**src/hdl/wcps_pkg.sv**
```systemverilog
// Package: constants, types and helpers for the wildcard class pattern search unit.
`timescale 1ns / 1ps
package wcps_pkg;

   localparam int PAT_MAX   = 32;
   localparam int PAT_IDX_W = $clog2(PAT_MAX);
   localparam int LEN_W     = $clog2(PAT_MAX + 1);
   localparam int POS_W     = 16;
   localparam logic [POS_W-1:0] TEXT_MAX = 16'hFFFF;

   localparam logic [7:0] CH_QUEST  = 8'h3F;
   localparam logic [7:0] CH_LBRACK = 8'h5B;
   localparam logic [7:0] CH_RBRACK = 8'h5D;
   localparam logic [7:0] CH_CARET  = 8'h5E;
   localparam logic [7:0] CH_DASH   = 8'h2D;
   localparam logic [7:0] CH_STAR   = 8'h2A;
   localparam logic [7:0] CH_0      = 8'h30;
   localparam logic [7:0] CH_9      = 8'h39;
   localparam logic [7:0] CH_LA     = 8'h61;
   localparam logic [7:0] CH_LZ     = 8'h7A;
   localparam logic [7:0] CH_UA     = 8'h41;
   localparam logic [7:0] CH_UZ     = 8'h5A;

   localparam logic [1:0] STAT_MATCH = 2'd0;
   localparam logic [1:0] STAT_DONE  = 2'd1;
   localparam logic [1:0] STAT_BAD   = 2'd2;
   localparam logic [1:0] STAT_OVER  = 2'd3;

   localparam logic [1:0] BAND_NONE  = 2'd0;
   localparam logic [1:0] BAND_DIGIT = 2'd1;
   localparam logic [1:0] BAND_LOWER = 2'd2;
   localparam logic [1:0] BAND_UPPER = 2'd3;

   typedef enum logic [1:0] {
      OP_PAT,
      OP_PAT_NEW,
      OP_TEXT,
      OP_TEXT_NEW
   } op_type;

   typedef struct packed {
      op_type     op;
      logic [7:0] data_byte;
      logic       last;
   } entry_type;

   typedef enum logic [2:0] {
      ST_IDLE,
      ST_PRIME,
      ST_SCAN,
      ST_DECIDE,
      ST_EMIT_MATCH,
      ST_EMIT_DONE,
      ST_EMIT_BAD
   } back_state_type;

   typedef enum logic [2:0] {
      P_TOK,
      P_OPEN,
      P_LEAD,
      P_BODY,
      P_SKIP2,
      P_SKIP1
   } parse_state_type;

   function automatic logic [1:0] band_of(input logic [7:0] c);
      logic [1:0] b;
      b = BAND_NONE;
      if (c >= CH_0 && c <= CH_9) b = BAND_DIGIT;
      else if (c >= CH_LA && c <= CH_LZ) b = BAND_LOWER;
      else if (c >= CH_UA && c <= CH_UZ) b = BAND_UPPER;
      return b;
   endfunction

endpackage

```
**src/hdl/wcps_if.sv**
```systemverilog
// Channel interfaces: input item channel and result channel.
`timescale 1ns / 1ps
interface wcps_req_if;
   logic       valid;
   logic       ready;
   logic       kind;
   logic [7:0] data_byte;
   logic       first;
   logic       last;
   modport source (output valid, kind, data_byte, first, last, input ready);
   modport sink (input valid, kind, data_byte, first, last, output ready);
endinterface

interface wcps_rsp_if;
   logic        valid;
   logic        ready;
   logic [1:0]  status;
   logic [15:0] position;
   logic        end_of_run;
   modport source (output valid, status, position, end_of_run, input ready);
   modport sink (input valid, status, position, end_of_run, output ready);
endinterface

```
**src/hdl/wcps_front.sv**
```systemverilog
// Front end: accepts input transfers, classifies them and pushes them into the queue.
`timescale 1ns / 1ps
module wcps_front
   import wcps_pkg::*;
(
   input  logic      clock,
   input  logic      reset,
   wcps_req_if.sink  req_chan,
   input  logic      q_full,
   output logic      q_push,
   output entry_type q_entry
);

   logic      hold_valid_ff, hold_valid_in;
   entry_type hold_ff, hold_in;
   op_type    op_cls;

   always_comb begin
      case ({req_chan.kind, req_chan.first})
         2'b00:   op_cls = OP_PAT;
         2'b01:   op_cls = OP_PAT_NEW;
         2'b10:   op_cls = OP_TEXT;
         default: op_cls = OP_TEXT_NEW;
      endcase
   end

   assign q_push         = hold_valid_ff && !q_full;
   assign q_entry        = hold_ff;
   assign req_chan.ready = !hold_valid_ff || !q_full;

   always_comb begin
      hold_in       = hold_ff;
      hold_valid_in = hold_valid_ff;
      if (q_push) hold_valid_in = 1'b0;
      if (req_chan.valid && req_chan.ready) begin
         hold_valid_in     = 1'b1;
         hold_in.op        = op_cls;
         hold_in.data_byte = req_chan.data_byte;
         hold_in.last      = req_chan.last;
      end
   end

   always_ff @(posedge clock) begin
      if (reset) hold_valid_ff <= 1'b0;
      else hold_valid_ff <= hold_valid_in;
      hold_ff <= hold_in;
   end

endmodule

```
**src/hdl/wcps_queue.sv**
```systemverilog
// Two-entry queue between the front end and the back end.
`timescale 1ns / 1ps
module wcps_queue
   import wcps_pkg::*;
(
   input  logic      clock,
   input  logic      reset,
   input  logic      push,
   input  entry_type push_entry,
   output logic      full,
   input  logic      pop,
   output logic      empty,
   output entry_type head
);

   entry_type  slot_ff [2];
   logic       wr_ff, wr_in, rd_ff, rd_in;
   logic [1:0] cnt_ff, cnt_in;

   assign full  = cnt_ff == 2'd2;
   assign empty = cnt_ff == 2'd0;
   assign head  = slot_ff[rd_ff];

   always_comb begin
      wr_in  = wr_ff;
      rd_in  = rd_ff;
      cnt_in = cnt_ff;
      if (push) wr_in = !wr_ff;
      if (pop) rd_in = !rd_ff;
      if (push && !pop) cnt_in = cnt_ff + 2'd1;
      else if (pop && !push) cnt_in = cnt_ff - 2'd1;
   end

   always_ff @(posedge clock) begin
      if (reset) begin
         wr_ff  <= 1'b0;
         rd_ff  <= 1'b0;
         cnt_ff <= 2'd0;
      end else begin
         wr_ff  <= wr_in;
         rd_ff  <= rd_in;
         cnt_ff <= cnt_in;
      end
      if (push) slot_ff[wr_ff] <= push_entry;
   end

endmodule

```
**src/hdl/wcps_back.sv**
```systemverilog
// Back end: pattern store, token parser sequencer, text window and result register.
`timescale 1ns / 1ps
module wcps_back
   import wcps_pkg::*;
(
   input  logic      clock,
   input  logic      reset,
   input  logic      q_empty,
   input  entry_type q_head,
   output logic      q_pop,
   wcps_rsp_if.source rsp_chan
);

   back_state_type  state_ff, state_in;
   parse_state_type pst_ff, pst_in;

   logic [7:0]       store_ff [PAT_MAX];
   logic [7:0]       win_ff [PAT_MAX];
   logic [LEN_W-1:0] len_ff, len_in, tc_ff, tc_in, hi_ff, hi_in, fp_ff, fp_in, k_ff, k_in;
   logic             pat_over_ff, pat_over_in, dirty_ff, dirty_in, bad_ff, bad_in;
   logic [POS_W-1:0] pos_ff, pos_in, start_ff, start_in;
   logic             over_ff, over_in, abort_ff, abort_in;
   logic [7:0]       byte_ff, byte_in;
   logic             last_ff, last_in, mode_ff, mode_in;
   logic [7:0]       la0_ff, la0_in, la1_ff, la1_in, la2_ff, la2_in;
   logic [1:0]       pcnt_ff, pcnt_in;
   logic             ok_ff, ok_in, star_ff, star_in, neg_ff, neg_in, hit_ff, hit_in;
   logic             rv_ff, rv_in, reor_ff, reor_in;
   logic [1:0]       rstat_ff, rstat_in;
   logic [POS_W-1:0] rpos_ff, rpos_in;

   logic                 store_we, win_we, shift, consume, out_free, scan_done, v0, v2;
   logic [PAT_IDX_W-1:0] store_wa;
   logic [7:0]           rd_byte, c;
   logic                 is_range, elem_hit;
   logic [LEN_W-1:0]     len_eff;
   logic [POS_W-1:0]     pos_next;
   logic                 abort_eff;

   assign out_free  = !rv_ff || rsp_chan.ready;
   assign v0        = hi_ff < len_ff;
   assign v2        = (hi_ff + LEN_W'(2)) < len_ff;
   assign rd_byte   = store_ff[fp_ff[PAT_IDX_W-1:0]];
   assign c         = win_ff[start_ff[PAT_IDX_W-1:0] + k_ff[PAT_IDX_W-1:0]];
   assign scan_done = (state_ff == ST_SCAN) && (pst_ff == P_TOK) && !v0;
   assign is_range  = v2 && (la1_ff == CH_DASH) && (band_of(la0_ff) != BAND_NONE)
                      && (band_of(la2_ff) == band_of(la0_ff)) && (la0_ff <= la2_ff);
   assign elem_hit  = is_range ? (c >= la0_ff && c <= la2_ff) : (c == la0_ff);
   assign q_pop     = (state_ff == ST_IDLE) && !q_empty;
   assign len_eff   = (q_head.op == OP_PAT_NEW) ? '0 : len_ff;
   assign abort_eff = (q_head.op == OP_TEXT_NEW) ? 1'b0 : abort_ff;
   assign pos_next  = pos_ff + POS_W'(1);

   assign rsp_chan.valid      = rv_ff;
   assign rsp_chan.status     = rstat_ff;
   assign rsp_chan.position   = rpos_ff;
   assign rsp_chan.end_of_run = reor_ff;

   // next state
   always_comb begin
      state_in = state_ff;
      case (state_ff)
         ST_IDLE: begin
            if (q_pop && (q_head.op == OP_TEXT || q_head.op == OP_TEXT_NEW) && !abort_eff)
               state_in = dirty_ff ? ST_PRIME : ST_DECIDE;
         end
         ST_PRIME: begin
            if (pcnt_ff == 2'd2) state_in = ST_SCAN;
         end
         ST_SCAN: begin
            if (scan_done) begin
               if (!mode_ff) state_in = ST_DECIDE;
               else state_in = ok_ff ? ST_EMIT_MATCH : ST_EMIT_DONE;
            end
         end
         ST_DECIDE: begin
            if (bad_ff) state_in = ST_EMIT_BAD;
            else if (pos_ff < TEXT_MAX && pos_next >= POS_W'(tc_ff)) state_in = ST_PRIME;
            else state_in = ST_EMIT_DONE;
         end
         ST_EMIT_MATCH: begin
            if (out_free) state_in = ST_EMIT_DONE;
         end
         ST_EMIT_DONE: begin
            if (!last_ff || out_free) state_in = ST_IDLE;
         end
         ST_EMIT_BAD: begin
            if (out_free) state_in = ST_IDLE;
         end
         default: state_in = ST_IDLE;
      endcase
   end

   // datapath and outputs
   always_comb begin
      pst_in = pst_ff;  len_in = len_ff;  tc_in = tc_ff;  hi_in = hi_ff;  fp_in = fp_ff;
      k_in = k_ff;  pat_over_in = pat_over_ff;  dirty_in = dirty_ff;  bad_in = bad_ff;
      pos_in = pos_ff;  start_in = start_ff;  over_in = over_ff;  abort_in = abort_ff;
      byte_in = byte_ff;  last_in = last_ff;  mode_in = mode_ff;
      pcnt_in = pcnt_ff;  ok_in = ok_ff;  star_in = star_ff;  neg_in = neg_ff;  hit_in = hit_ff;
      rstat_in = rstat_ff;  rpos_in = rpos_ff;  reor_in = reor_ff;
      rv_in = rv_ff && !rsp_chan.ready;
      store_we = 1'b0;  store_wa = len_eff[PAT_IDX_W-1:0];
      win_we = 1'b0;  consume = 1'b0;  shift = 1'b0;

      case (state_ff)
         ST_IDLE: begin
            if (q_pop) begin
               byte_in = q_head.data_byte;
               last_in = q_head.last;
               if (q_head.op == OP_PAT || q_head.op == OP_PAT_NEW) begin
                  dirty_in = 1'b1;
                  if (q_head.op == OP_PAT_NEW) pat_over_in = 1'b0;
                  if (len_eff < LEN_W'(PAT_MAX)) begin
                     store_we = 1'b1;
                     len_in   = len_eff + LEN_W'(1);
                  end else begin
                     len_in      = len_eff;
                     pat_over_in = 1'b1;
                  end
               end else begin
                  if (q_head.op == OP_TEXT_NEW) begin
                     pos_in   = '0;
                     over_in  = 1'b0;
                     abort_in = 1'b0;
                  end
                  mode_in = 1'b0;
                  fp_in   = '0;
                  hi_in   = '0;
                  pcnt_in = '0;
               end
            end
         end
         ST_PRIME: begin
            shift   = 1'b1;
            pcnt_in = pcnt_ff + 2'd1;
            pst_in  = P_TOK;
            k_in    = '0;
            ok_in   = 1'b1;
            star_in = 1'b0;
         end
         ST_SCAN: begin
            case (pst_ff)
               P_TOK: begin
                  if (scan_done) begin
                     if (!mode_ff) begin
                        tc_in    = k_ff;
                        bad_in   = (len_ff == '0) || pat_over_ff || star_ff;
                        dirty_in = 1'b0;
                     end
                  end else if (la0_ff == CH_LBRACK) begin
                     consume = 1'b1;
                     neg_in  = 1'b0;
                     hit_in  = 1'b0;
                     pst_in  = P_OPEN;
                  end else begin
                     consume = 1'b1;
                     if (la0_ff == CH_STAR) star_in = 1'b1;
                     k_in  = k_ff + LEN_W'(1);
                     ok_in = ok_ff && (la0_ff == CH_QUEST || la0_ff == c);
                  end
               end
               P_OPEN, P_LEAD, P_BODY: begin
                  if (pst_ff == P_OPEN && v0 && la0_ff == CH_CARET) begin
                     consume = 1'b1;
                     neg_in  = 1'b1;
                     pst_in  = P_LEAD;
                  end else if (!v0 || (pst_ff == P_BODY && la0_ff == CH_RBRACK)) begin
                     // token ends: closing bracket or end of pattern
                     consume = v0;
                     k_in    = k_ff + LEN_W'(1);
                     ok_in   = ok_ff && (hit_ff != neg_ff);
                     pst_in  = P_TOK;
                  end else begin
                     consume = 1'b1;
                     hit_in  = hit_ff || elem_hit;
                     pst_in  = is_range ? P_SKIP2 : P_BODY;
                  end
               end
               P_SKIP2: begin
                  consume = 1'b1;
                  pst_in  = P_SKIP1;
               end
               P_SKIP1: begin
                  consume = 1'b1;
                  pst_in  = P_BODY;
               end
               default: pst_in = P_TOK;
            endcase
            shift = consume;
            if (consume) hi_in = hi_ff + LEN_W'(1);
         end
         ST_DECIDE: begin
            if (bad_ff) begin
               abort_in = 1'b1;
            end else if (pos_ff < TEXT_MAX) begin
               win_we  = 1'b1;
               pos_in  = pos_next;
               start_in = pos_next - POS_W'(tc_ff);
               mode_in = 1'b1;
               fp_in   = '0;
               hi_in   = '0;
               pcnt_in = '0;
            end else begin
               over_in = 1'b1;
            end
         end
         ST_EMIT_MATCH: begin
            if (out_free) begin
               rv_in    = 1'b1;
               rstat_in = STAT_MATCH;
               rpos_in  = start_ff;
               reor_in  = !last_ff;
            end
         end
         ST_EMIT_DONE: begin
            if (last_ff && out_free) begin
               rv_in    = 1'b1;
               rstat_in = over_ff ? STAT_OVER : STAT_DONE;
               rpos_in  = pos_ff;
               reor_in  = 1'b1;
            end
         end
         ST_EMIT_BAD: begin
            if (out_free) begin
               rv_in    = 1'b1;
               rstat_in = STAT_BAD;
               rpos_in  = '0;
               reor_in  = 1'b1;
            end
         end
         default: ;
      endcase

      la0_in = shift ? la1_ff : la0_ff;
      la1_in = shift ? la2_ff : la1_ff;
      la2_in = shift ? rd_byte : la2_ff;
      if (shift) fp_in = fp_ff + LEN_W'(1);
   end

   always_ff @(posedge clock) begin
      if (reset) begin
         state_ff    <= ST_IDLE;
         pst_ff      <= P_TOK;
         len_ff      <= '0;
         tc_ff       <= '0;
         pat_over_ff <= 1'b0;
         dirty_ff    <= 1'b0;
         bad_ff      <= 1'b1;
         pos_ff      <= '0;
         over_ff     <= 1'b0;
         abort_ff    <= 1'b0;
         rv_ff       <= 1'b0;
      end else begin
         state_ff    <= state_in;
         pst_ff      <= pst_in;
         len_ff      <= len_in;
         tc_ff       <= tc_in;
         pat_over_ff <= pat_over_in;
         dirty_ff    <= dirty_in;
         bad_ff      <= bad_in;
         pos_ff      <= pos_in;
         over_ff     <= over_in;
         abort_ff    <= abort_in;
         rv_ff       <= rv_in;
      end
      hi_ff    <= hi_in;
      fp_ff    <= fp_in;
      k_ff     <= k_in;
      start_ff <= start_in;
      byte_ff  <= byte_in;
      last_ff  <= last_in;
      mode_ff  <= mode_in;
      la0_ff   <= la0_in;
      la1_ff   <= la1_in;
      la2_ff   <= la2_in;
      pcnt_ff  <= pcnt_in;
      ok_ff    <= ok_in;
      star_ff  <= star_in;
      neg_ff   <= neg_in;
      hit_ff   <= hit_in;
      rstat_ff <= rstat_in;
      rpos_ff  <= rpos_in;
      reor_ff  <= reor_in;
      if (store_we) store_ff[store_wa] <= q_head.data_byte;
      if (win_we) win_ff[pos_ff[PAT_IDX_W-1:0]] <= byte_ff;
   end

endmodule

```
**src/hdl/wildcard_class_pattern_search_unit.sv**
```systemverilog
// Top level of the wildcard class pattern search unit.
//
//   channel   dir   transfer when          payload
//   req_chan  in    valid && ready         kind, data_byte, first, last
//   rsp_chan  out   valid && ready         status, position, end_of_run
//
// A pattern byte or an aborted text byte is taken by the back end in its idle state. A text
// byte with a bad pattern or no complete match window yet passes pop, decide, and done or
// error. Otherwise it adds priming, a scan over each pattern byte, each unterminated class
// and a final step, and a match transfer state if it matches. The first text byte
// after a pattern change adds a prime and a scan to count tokens. A stalled rsp_chan
// holds the back end; the front register and a two-entry queue keep taking input until they fill.
// Reset is synchronous, active high; the pattern counts as bad until one is loaded.
`timescale 1ns / 1ps
module wildcard_class_pattern_search_unit
   import wcps_pkg::*;
(
   input  logic       clock,
   input  logic       reset,
   wcps_req_if.sink   req_chan,
   wcps_rsp_if.source rsp_chan
);

   logic      q_full, q_push, q_empty, q_pop;
   entry_type q_entry, q_head;

   wcps_front u_front (
      .clock    (clock),
      .reset    (reset),
      .req_chan (req_chan),
      .q_full   (q_full),
      .q_push   (q_push),
      .q_entry  (q_entry)
   );

   wcps_queue u_queue (
      .clock      (clock),
      .reset      (reset),
      .push       (q_push),
      .push_entry (q_entry),
      .full       (q_full),
      .pop        (q_pop),
      .empty      (q_empty),
      .head       (q_head)
   );

   wcps_back u_back (
      .clock    (clock),
      .reset    (reset),
      .q_empty  (q_empty),
      .q_head   (q_head),
      .q_pop    (q_pop),
      .rsp_chan (rsp_chan)
   );

endmodule

```
**src/flat_wrapper.sv**
```systemverilog
// flat-port wrapper written by rule: the top's interface ports become plain ports
module wildcard_class_pattern_search_unit_flat import wcps_pkg::*;
  (clock, reset, req_chan_valid, req_chan_kind, req_chan_data_byte, req_chan_first, req_chan_last, req_chan_ready, rsp_chan_valid, rsp_chan_status, rsp_chan_position, rsp_chan_end_of_run, rsp_chan_ready);
  wcps_req_if req_chan_i ();
  wcps_rsp_if rsp_chan_i ();
  input  logic clock;
  input  logic reset;
  input wire logic [$bits(req_chan_i.valid)-1:0] req_chan_valid;
  input wire logic [$bits(req_chan_i.kind)-1:0] req_chan_kind;
  input wire logic [$bits(req_chan_i.data_byte)-1:0] req_chan_data_byte;
  input wire logic [$bits(req_chan_i.first)-1:0] req_chan_first;
  input wire logic [$bits(req_chan_i.last)-1:0] req_chan_last;
  output wire logic [$bits(req_chan_i.ready)-1:0] req_chan_ready;
  output wire logic [$bits(rsp_chan_i.valid)-1:0] rsp_chan_valid;
  output wire logic [$bits(rsp_chan_i.status)-1:0] rsp_chan_status;
  output wire logic [$bits(rsp_chan_i.position)-1:0] rsp_chan_position;
  output wire logic [$bits(rsp_chan_i.end_of_run)-1:0] rsp_chan_end_of_run;
  input wire logic [$bits(rsp_chan_i.ready)-1:0] rsp_chan_ready;
  assign req_chan_i.valid = req_chan_valid;
  assign req_chan_i.kind = req_chan_kind;
  assign req_chan_i.data_byte = req_chan_data_byte;
  assign req_chan_i.first = req_chan_first;
  assign req_chan_i.last = req_chan_last;
  assign req_chan_ready = req_chan_i.ready;
  assign rsp_chan_valid = rsp_chan_i.valid;
  assign rsp_chan_status = rsp_chan_i.status;
  assign rsp_chan_position = rsp_chan_i.position;
  assign rsp_chan_end_of_run = rsp_chan_i.end_of_run;
  assign rsp_chan_i.ready = rsp_chan_ready;
  wildcard_class_pattern_search_unit u_core (.clock(clock), .reset(reset), .req_chan(req_chan_i), .rsp_chan(rsp_chan_i));
endmodule
```
**config.mk**
```make
export PLATFORM = sky130hd
export DESIGN_NAME = wildcard_class_pattern_search_unit_flat
export DESIGN_NICKNAME = d
export VERILOG_FILES = /design/src/hdl/wcps_pkg.sv /design/src/hdl/wcps_if.sv /design/src/hdl/wcps_front.sv /design/src/hdl/wcps_queue.sv /design/src/hdl/wcps_back.sv /design/src/hdl/wildcard_class_pattern_search_unit.sv /design/src/flat_wrapper.sv
export SDC_FILE = /design/constraint.sdc
export NUM_CORES = 1
export LEC_CHECK = 0
export BUFFER_PORTS_ARGS = -buffer_cell sky130_fd_sc_hd__buf_2
export CORE_UTILIZATION = 35
export DETAILED_ROUTE_END_ITERATION = 8
export GPL_TIMING_DRIVEN = 0
export PLACE_DENSITY_LB_ADDON = 0.25
export RECOVER_POWER = 50
export SYNTH_ARGS = -nofsm -noshare
export SYNTH_HDL_FRONTEND = slang
export SYNTH_HIERARCHICAL = 1
export SYNTH_SLANG_ARGS = --single-unit
export TNS_END_PERCENT = 100
```
**constraint.sdc**
```tcl
create_clock -name clock -period 5.15 [get_ports clock]
set_input_delay 0.2575 -clock clock [delete_from_list [all_inputs] [get_ports clock]]
set_output_delay 0.2575 -clock clock [all_outputs]
set_load 0.02 [all_outputs]
```
==> impl_metrics.py, run 1 <==
metrics = {
    "status": {
        "status": "finished with violations",
        "violations": "DRC",
    },
    "die": {
        "num_io_pins": 36,
        "die_h_um": 287.7,
        "core_um2": 80680,
        "num_rows": 104,
        "dieArea_um2": 82770,
        "initial_core_util_pct": 35.41,
        "die_w_um": 287.7,
    },
    "timing": {
        "period_minus_slack_ns": 4.885,
        "max_slew_margin_pct": 7.499,
        "hold_ws_ns": 0.3680,
        "grt_setup_unrepaired": "no",
        "fmax_mhz": 204.7,
        "final_hold_viol_count": 0,
        "period_share_pct": 94.85,
        "worst_pin_slew_ns": 1.373,
        "setup_violations": 0,
        "final.setup.tns_ns": 0,
        "worst_slack_ns": 0.2650,
        "finalClockSkew_ns": 0.03477,
        "slew_viol_final": 0,
    },
    "clocking": {
        "clockBufferDepth": 3,
        "htreeDepth": 3,
        "path_clk_slew_ns": 0.05,
        "clkSinkCount": 683,
        "root_buffer": "clkbuf_16",
        "worstSkewPairLatency_ns": 0.63,
        "numCtsBuffers": 75,
        "cts_tree": "built",
        "cts_setup_buffers": 0,
    },
    "hold_path": {
        "whs_endpoint": "u_core/u_front/q_entry[10]",
        "hold_class": "primary input to flop",
        "min_delay_path_depth": 2,
        "hold_start": "req_chan_kind",
    },
    "grt": {
        "antenna_found_initial": 0,
        "grt_usage_pct": 15.97,
        "grt_pass1_vias": 15410,
        "grt_pass1_wl_um": 98000,
        "overflow": 0,
        "grt_max_degree": 34,
    },
    "pwr": {
        "vdd_drop_max_mv": 0.3564,
        "leakagePower_nw": 10.46,
        "p_per_area_nw_per_um2": 520.9,
    },
    "cells_and_area": {
        "drive_gt1_share_pct": 17.76,
        "design_area_um2": 32490,
        "antennaDiodeCount": 0,
        "n_fill_cell": 7395,
        "area_delta_synth_final_pct": 13.74,
        "fin_util_pct": 40.28,
        "layout.nets": 1848,
    },
    "placement": {
        "port_buffers": 33,
        "dp_hpwl_um": 43380,
        "routabilityCongestion": 0.8421,
        "dpl_cell_area_um2": 30080,
        "post-place-ws_ns": -0.3136,
    },
    "worst_setup_path": {
        "reg2reg_slack_ns": 0.26,
        "cp_top_family": "multiplexers",
        "r2r-start": "u_core/u_back/k_ff[0]",
        "startpoint_type": "flop",
        "cp_data_arrival_time_ns": 5.25,
        "timing.critical_path.slowest_cell_delay_ns": 0.70,
        "reg2regPathDepth": 15,
        "cp-startpoint": "u_core/u_back/k_ff[0]",
        "crit_type": "flop to flop",
        "critPathMaxFanout": 10,
        "path_buf_inv": 2,
        "cp-end-kind": "flop",
        "worstPathCellList": "ha_1, inv_1, fa_2, clkbuf_2, mux4_2, mux4_2, mux2_2, ha_1, nor2b_1, o21ai_0, nand2b_1, a21oi_1, o21ai_0, or4b_1, and3_1",
        "required_ns": 5.51,
        "reg2reg_to": "u_core/u_back/hit_ff",
        "critPathSlowestCell": "fa_2",
    },
    "synth": {
        "synth_cell_types": 64,
        "synth_flop_cell": "edfxtp_1",
        "syn_area_um2": 28570,
        "yosysSeqAreaShare_pct": 70.18,
        "synth_edf_count": 637,
        "synth_top_area_share_pct": 66.96,
        "synthCells": 1648,
        "synth_area_per_cell_um2": 17.33,
        "ys_warn_count": 6,
        "yosys_register_bits": 683,
        "synth_nets": 1723,
        "synth_area_leaders": "edfxtp_1, mux4_2, dfxtp_1",
        "async_flop_share_pct": 0,
        "yosys.area.top_type": "edfxtp_1",
    },
    "job": {
        "drv_cap": 0,
    },
    "detailed_routing": {
        "drt_wl_total_um": 64940,
        "firstDrtPassIters": 7,
        "wl_per_cell_um": 22.47,
        "num_vias": 15210,
        "final_antenna_net_count": 0,
        "viasPerCell": 5.264,
        "drtIter0Drc": 1237,
        "drcViolationCount": 12,
    },
}
routing by layer:
layer	vias up	wire, um	part of all wire [%]	GRT usage (%)
li1	6796	-	-	-
met1	7920	29620	46	22.84
met2	410	30860	48	25.18
met3	87	3096	4.8	2.417
met4	0	1360	2.1	4.722
met5	-	0	0	0
final cells by class:
type / count / area, um^2 / area share [%]
Clock buffer: 95 / 1972 / 6.069
Buffer: 71 / 299.0 / 0.9203
Timing Repair Buffer: 49 / 290.3 / 0.8933
Tap cell: 1060 / 1326 / 4.082
Sequential cell: 683 / 20050 / 61.70
Clock inverter: 39 / 327.8 / 1.009
Inverter: 50 / 187.7 / 0.5776
Multi-Input combinational cell: 843 / 8041 / 24.75
cell usage after synthesis, types with 30 or more instances:
cell / instances
edfxtp_1: 637
clkbuf_1: 44
nor2_1: 157
dfxtp_1: 46
xnor2_1: 30
ha_1: 58
nand3_1: 40
nand2_1: 58
o21ai_0: 31
a21oi_1: 60
inv_1: 49
mux4_2: 160
report_power, final:
part | switching, W | leakage (nW) | internal, W
Combinational | 0.00262 | 3.20 | 0.00199
Clock | 0.00219 | 1.12 | 0.00280
Sequential | 0.000443 | 6.13 | 0.00688
Total | 0.00525 | 10.5 | 0.0117
kinds of logic (layout without fill, tap and decap cells):
| group | after synthesis | after routing | synth area share, % |
|---|---|---|---|
| flops | 683 | 683 | 70.18 |
| fa+ha+maj | 60 | 60 | 2.680 |
| simple gates | 368 | 368 | 6.145 |
| xor+xnor | 51 | 51 | 1.590 |
| mux | 199 | 199 | 14.10 |
| buf+inv | 122 | 304 | 1.695 |
| compound gates | 165 | 165 | 3.609 |
metrics by stage:
step                      std cells  power [W]
after floorplan                1648    0.01044
after global placement         2741    0.01197
after detailed placement       2742    0.01208
after CTS                      2890    0.01713
after global routing           2890    0.01769
final                          2890    0.01693
placed cells by master, fill, tap and decap left out, types with 15 or more instances in the layout:
cell type	instances
edfxtp_1	637
mux4_2	160
nor2_1	157
clkbuf_1	81
clkbuf_16	75
a21oi_1	60
nand2_1	58
ha_1	58
inv_1	49
dfxtp_1	46
nand3_1	40
o21ai_0	32
xnor2_1	29
buf_2	27
nor3_1	21
xor2_1	20
mux2_2	19
nor2b_1	17
nand4_1	17
a22o_1	16
clkinv_1	15
dlygate4sd3_1	15
sequential cells by signal, indices dropped and copies added, names as in the netlist, 11 cells and up, named ones only:
register and count:
u_core/u_back/store_ff 256, u_core/u_back/win_ff 256, u_core/u_queue/slot_ff 22, u_core/u_back/pos_ff 16, u_core/u_back/rsp_chan.position 16, u_core/u_back/start_ff 16
u_core/u_front/q_entry 11
worst max path at each step:
stage / cells after the start / slack (ns) / end
global placement: 15 / -0.22 / u_core/u_back/hit_ff
global route: 15 / 0.08 / u_core/u_back/hit_ff
detailed placement: 15 / -0.31 / u_core/u_back/hit_ff
CTS: 15 / 0.09 / u_core/u_back/hit_ff
floorplan: 16 / 0.84 / u_core/u_back/hit_ff
finish: 15 / 0.26 / u_core/u_back/hit_ff
timing repair:
action,in CTS,in global routing
setup endpoints to repair,1,1
resized for setup,6,2
hold endpoints to repair,18,0
hold buffers,15,0
pin swaps,0,0
Note: power is estimated with default switching activity, not from simulation.
==> inputs of run 2 (changes only) <==
--- a/config.mk
+++ b/config.mk
@@ -6,7 +6,7 @@
 export NUM_CORES = 1
 export LEC_CHECK = 0
 export BUFFER_PORTS_ARGS = -buffer_cell sky130_fd_sc_hd__buf_2
-export CORE_UTILIZATION = 35
+export CORE_UTILIZATION = 41
 export DETAILED_ROUTE_END_ITERATION = 8
 export GPL_TIMING_DRIVEN = 0
 export PLACE_DENSITY_LB_ADDON = 0.25
==> run 2 against run 1 <==
Against the previous run:
- the run now ends clean
- clock-buffer cell count shrank 7
- clock power up 1%
- sequential cell count stayed put
- utilization grew 6.8 points
- critical path type unchanged
==> impl_metrics.py, run 2 (synthesis gave the netlist of run 1 again) <==
metrics = {
    "die": {
        "initial_core_util_pct": 41.51,
        "die_h_um": 266.0,
        "core_um2": 68830,
        "num_rows": 96,
        "num_io_pins": 36,
        "dieArea_um2": 70740,
        "die_w_um": 266.0,
    },
    "pwr": {
        "power_frac_seq_pct": 43.2,
        "power_switching_w": 0.005218,
        "vdd_drop_max_mv": 0.2857,
        "switching_share_pct": 30.75,
        "clockPowerShare_pct": 29.8,
        "p_total_w": 0.01697,
        "leakagePower_nw": 10.46,
        "internal_power_w": 0.01175,
        "p_per_area_nw_per_um2": 524.1,
        "combPwrFrac_pct": 27.0,
    },
    "grt": {
        "grt_pass1_wl_um": 94170,
        "grt_pass1_vias": 15100,
        "grt_max_degree": 34,
        "antenna_found_initial": 0,
        "grt_usage_pct": 18.05,
        "overflow": 0,
    },
    "worst_setup_path": {
        "crit_type": "flop to flop",
        "cp-end-kind": "flop",
        "timing.critical_path.slowest_cell_delay_ns": 0.73,
        "cp_data_arrival_time_ns": 5.24,
        "required_ns": 5.51,
        "worstPathCellList": "ha_1, inv_1, fa_2, clkbuf_2, mux4_2, mux4_2, mux2_2, ha_1, nor2b_1, o21ai_0, nand2b_1, a21oi_1, o21ai_0, or4b_1, and3_1",
        "startpoint_type": "flop",
        "critPathMaxFanout": 10,
        "critPathSlowestCell": "fa_2",
    },
    "cells_and_area": {
        "layout.nets": 1846,
        "drive_gt1_share_pct": 17.67,
        "n_fill_cell": 5796,
        "layout_commonest_cell": "edfxtp_1",
        "layout_common_cells": "edfxtp_1, mux4_2, nor2_1",
        "multi_input_area_um2": 8034,
        "regArea_um2": 20050,
        "antennaDiodeCount": 0,
        "area_delta_synth_final_pct": 13.34,
    },
    "clocking": {
        "clkSinkCount": 683,
        "root_buffer": "clkbuf_16",
        "cts_tree": "built",
        "htreeDepth": 3,
        "path_clk_slew_ns": 0.05,
        "clockBufferDepth": 3,
        "worstSkewPairLatency_ns": 0.63,
        "numCtsBuffers": 73,
    },
    "placement": {
        "port_buffers": 33,
        "routabilityCongestion": 0.8529,
        "dp_hpwl_um": 41540,
    },
    "timing": {
        "worst_pin_slew_ns": 1.275,
        "fmax_mhz": 204.9,
        "finalClockSkew_ns": 0.03198,
        "max_slew_margin_pct": 14.99,
        "setup_violations": 0,
        "slew_viol_final": 0,
        "hold_ws_ns": 0.3605,
        "final_hold_viol_count": 0,
        "period_share_pct": 94.76,
        "period_minus_slack_ns": 4.880,
    },
    "detailed_routing": {
        "firstDrtPassIters": 7,
        "viasPerCell": 5.526,
        "drtIter0Drc": 1363,
        "drcViolationCount": 0,
        "drt_wl_total_um": 62800,
        "wl_per_cell_um": 22.76,
        "final_antenna_net_count": 0,
        "num_vias": 15250,
    },
    "status": {
        "status": "finished clean",
    },
    "job": {
        "drv_cap": 0,
    },
    "hold_path": {
        "hold_class": "primary input to flop",
    },
}
run 2: cell types whose count changed in the layout (fill, tap and decap cells not counted), sizes merged:
cell      change
bufinv        +3
clkinvlp      +1
buf           -3
clkbuf        -4
clkinv        +4
inv           -3
run 2: metrics by stage:
step | area (um^2) | cells | setup WS (ns) | utilization (%) | setup TNS, ns
finish | 32380 | 2759 | 0.2698 | 47.04 | 0
floorplan | 28570 | 1648 | 0.8351 | - | 0
CTS | 32420 | 2759 | 0.04796 | 47.11 | 0
global route | 32380 | 2759 | -0.01423 | 47.04 | -0.01423
global placement | 29900 | 2612 | -0.3109 | 43.44 | -0.3109
detailed placement | 29910 | 2613 | -0.3139 | 43.46 | -0.3139
run 2: timing repair:
action,4_1_cts,5_1_grt
resized for setup,6,1
cloned,0,0
setup buffers,0,0
endpoints found under the hold margin,18,0
hold buffers,15,0
endpoints found under the setup margin,1,1
run 2: power by group through the flow:
stage	sequential, W	combinational, W	clock, W
2_1_floorplan	0.00721	0.00323	0
3_3_place_gp	0.00740	0.00450	0
3_5_place_dp	0.00743	0.00458	0
4_1_cts	0.00732	0.00462	0.00518
5_1_grt	0.00738	0.00495	0.00538
6_report	0.00732	0.00458	0.00506
run 2: per-layer routing:
metal	vias to the layer above	global-route usage [%]	part of all wire, %
met5	-	0	0
li1	6785	-	-
met1	7938	26.31	45
met3	90	3.309	5.7
met4	0	5.359	2.4
met2	432	27.66	46
run 2: cell type report:
cell class                      instances  share of cell area [%]
Sequential cell                       683                   61.92
Multi-Input combinational cell        843                   24.81
Clock buffer                           88                   5.878
Tap cell                              931                   3.598
Clock inverter                         44                   1.399
Buffer                                 71                  0.9236
Timing Repair Buffer                   49                  0.8850
Inverter                               50                  0.5797
run 2: path summary, 6_finish.rpt:
path	start	endpoint	slack [ns]	cells after the start
hold reg to reg	u_core/u_back/la1_ff[4]	u_core/u_back/la0_ff[4]	0.43	0
setup reg to reg	u_core/u_back/k_ff[0]	u_core/u_back/hit_ff	0.27	15
hold / removal	req_chan_data_byte[7]	u_core/u_front/q_entry[8]	0.36	2
setup / recovery	u_core/u_back/k_ff[0]	u_core/u_back/hit_ff	0.27	15
run 2: worst max-delay path: cells and delay by family, from the launching register on:
kind	cells	cell delay, ns
multiplexers	3	1.29
AND/OR/NAND/NOR	4	0.85
adder cells (fa/ha/maj)	3	1.24
AO/OA/AOI/OAI	3	0.30
flip-flops	1	0.46
buffers and inverters	2	0.46
==> inputs of run 3 (changes only) <==
--- a/config.mk
+++ b/config.mk
@@ -11,6 +11,7 @@
 export GPL_TIMING_DRIVEN = 0
 export PLACE_DENSITY_LB_ADDON = 0.25
 export RECOVER_POWER = 50
+export SLEW_MARGIN = 20
 export SYNTH_ARGS = -nofsm -noshare
 export SYNTH_HDL_FRONTEND = slang
 export SYNTH_HIERARCHICAL = 1
==> constraint.sdc (replaced) <==
create_clock -name clock -period 5.15 [get_ports clock]
set_input_delay 0.515 -clock clock [delete_from_list [all_inputs] [get_ports clock]]
set_output_delay 0.515 -clock clock [all_outputs]
set_load 0.02 [all_outputs]
==> run 3 against run 2 <==
Against the previous run:
- design area down 0.46%
- register-to-register slack about the same
- die area unchanged
- sequential power down 2%
- routed wire length down 0.46%
- worst hold slack worse by 0.28 ns
- maximum frequency up 0.13%
- global-route usage down 0.058 points
- setup slack better by 0.0064 ns
- combinational power up 3%
- critical endpoint unchanged
- largest cell class unchanged
- largest power group unchanged
==> impl_metrics.py, run 3 (synthesis gave the netlist of run 1 again) <==
metrics = {
    "timing": {
        "worst_pin_slew_ns": 1.292,
        "max_slew_margin_pct": 13.87,
        "period_share_pct": 94.64,
        "finalClockSkew_ns": 0.02521,
        "period_minus_slack_ns": 4.874,
        "final_hold_viol_count": 0,
        "setup_violations": 0,
        "final.setup.tns_ns": 0,
        "slew_viol_final": 0,
        "fmax_mhz": 205.2,
        "grt_setup_unrepaired": "no",
        "hold_ws_ns": 0.07710,
    },
    "die": {
        "dieArea_um2": 70740,
        "initial_core_util_pct": 41.51,
        "die_w_um": 266.0,
        "num_rows": 96,
        "die_h_um": 266.0,
        "num_io_pins": 36,
        "core_um2": 68830,
    },
    "worst_setup_path": {
        "required_ns": 5.52,
        "crit_type": "flop to flop",
        "reg2reg_slack_ns": 0.28,
        "critPathMaxFanout": 10,
        "r2r-start": "u_core/u_back/k_ff[0]",
        "reg2reg_to": "u_core/u_back/hit_ff",
        "startpoint_type": "flop",
        "cp_data_arrival_time_ns": 5.24,
        "cp-end-kind": "flop",
        "reg2regPathDepth": 15,
    },
    "grt": {
        "overflow": 0,
        "grt_pass1_vias": 14950,
        "grt_usage_pct": 17.99,
        "grt_max_degree": 34,
        "antenna_found_initial": 0,
        "grt_pass1_wl_um": 93960,
    },
    "pwr": {
        "p_total_w": 0.01691,
        "p_per_area_nw_per_um2": 524.7,
        "leakagePower_nw": 10.41,
        "vdd_drop_max_mv": 0.2968,
    },
    "hold_path": {
        "hold_start": "req_chan_data_byte[0]",
        "whs_endpoint": "u_core/u_front/q_entry[1]",
        "hold_class": "primary input to flop",
        "min_delay_path_depth": 1,
    },
    "detailed_routing": {
        "drtIter0Drc": 1307,
        "drcViolationCount": 0,
        "final_antenna_net_count": 0,
        "firstDrtPassIters": 5,
        "num_vias": 15170,
        "wl_per_cell_um": 22.72,
        "drt_wl_total_um": 62510,
        "viasPerCell": 5.511,
    },
    "clocking": {
        "worstSkewPairLatency_ns": 0.62,
        "cts_tree": "built",
        "clockBufferDepth": 3,
        "path_clk_slew_ns": 0.06,
        "htreeDepth": 3,
        "numCtsBuffers": 72,
        "root_buffer": "clkbuf_16",
        "cts_setup_buffers": 0,
        "clkSinkCount": 683,
        "cts.hold.buffers_added": 0,
    },
    "cells_and_area": {
        "fin_util_pct": 46.82,
        "layout.nets": 1837,
        "layout_common_cells": "edfxtp_1, mux4_2, nor2_1",
        "drive_gt1_share_pct": 18.01,
        "antennaDiodeCount": 0,
        "layout_commonest_cell": "edfxtp_1",
        "final_cells": 2752,
        "area_delta_synth_final_pct": 12.81,
    },
    "placement": {
        "dpl.cell_count": 2613,
        "routabilityCongestion": 0.8529,
        "dp_hpwl_um": 41470,
        "port_buffers": 33,
    },
    "job": {
        "drv_cap": 0,
    },
    "status": {
        "status": "finished clean",
    },
}
==> run 3: cell types whose count changed in the layout (fill, tap and decap cells not counted), moves of 2 or more <==
cell | previous run | this run
clkinv_1 | 16 | 11
clkbuf_8 | 2 | 4
clkinvlp_4 | 2 | 0
inv_6 | 1 | 3
clkinv_16 | 5 | 2
buf_2 | 24 | 26
clkbuf_1 | 79 | 87
dlygate4sd3_1 | 15 | 0
clkinv_2 | 13 | 15
inv_16 | 0 | 2
==> run 3: critical path: stages, from the launching register on <==
cell      delay, ns
edfxtp_1       0.46
ha_1           0.21
inv_1          0.06
fa_2           0.74
clkbuf_2       0.41
mux4_2         0.42
mux4_2         0.53
mux2_2         0.33
ha_1           0.31
nor2b_1        0.13
o21ai_0        0.08
nand2b_1       0.08
a21oi_1        0.06
o21ai_0        0.16
or4b_1         0.44
and3_1         0.19
==> run 3: worst max-delay path by stage <==
stage	startpoint	to	depth (start not counted)
6_report	u_core/u_back/k_ff[0]	u_core/u_back/hit_ff	15
5_1_grt	u_core/u_back/k_ff[0]	u_core/u_back/hit_ff	15
4_1_cts	u_core/u_back/k_ff[0]	u_core/u_back/hit_ff	15
3_5_place_dp	u_core/u_back/k_ff[0]	u_core/u_back/hit_ff	16
3_3_place_gp	u_core/u_back/k_ff[0]	u_core/u_back/hit_ff	16
2_1_floorplan	u_core/u_back/k_ff[0]	u_core/u_back/hit_ff	16
==> run 3: where the power goes <==
part           total, W  switching, W  internal, W
logic           0.00470       0.00271      0.00199
registers       0.00720      0.000322      0.00688
clock network   0.00501       0.00213      0.00288
total            0.0169       0.00516       0.0117
==> run 3: final cells by class <==
type | count | area, um^2
plain buffers | 71 | 299.0
clock buffers | 94 | 1924
clock inverters | 39 | 387.9
fillers | 5812 | 36600
inverters | 50 | 187.7
multi-input cells | 843 | 8041
flip-flops and latches | 683 | 20050
well taps | 931 | 1165
repair buffers | 41 | 172.7
==> run 3: per-layer routing <==
| layer | vias to the layer above | GRT usage [%] | share of wire (%) |
|---|---|---|---|
| met2 | 454 | 27.66 | 47 |
| met4 | 0 | 5.203 | 2.1 |
| met1 | 7848 | 26.63 | 46 |
| met3 | 87 | 2.662 | 5.3 |
| met5 | - | 0 | 0 |
| li1 | 6777 | - | - |
==> run 3: metrics by stage <==
stage	setup slack, ns	instance area [um^2]
finish	0.2761	32230
global route	0.1668	32230
CTS	0.09299	32230
detailed placement	-0.3105	29910
global placement	-0.3109	29900
floorplan	0.8351	28570
==> run 3: timing repair <==
action                                  4_1_cts  5_1_grt
pin swaps                                     0        0
gates resized for setup                       5        4
endpoints found under the setup margin        1        1
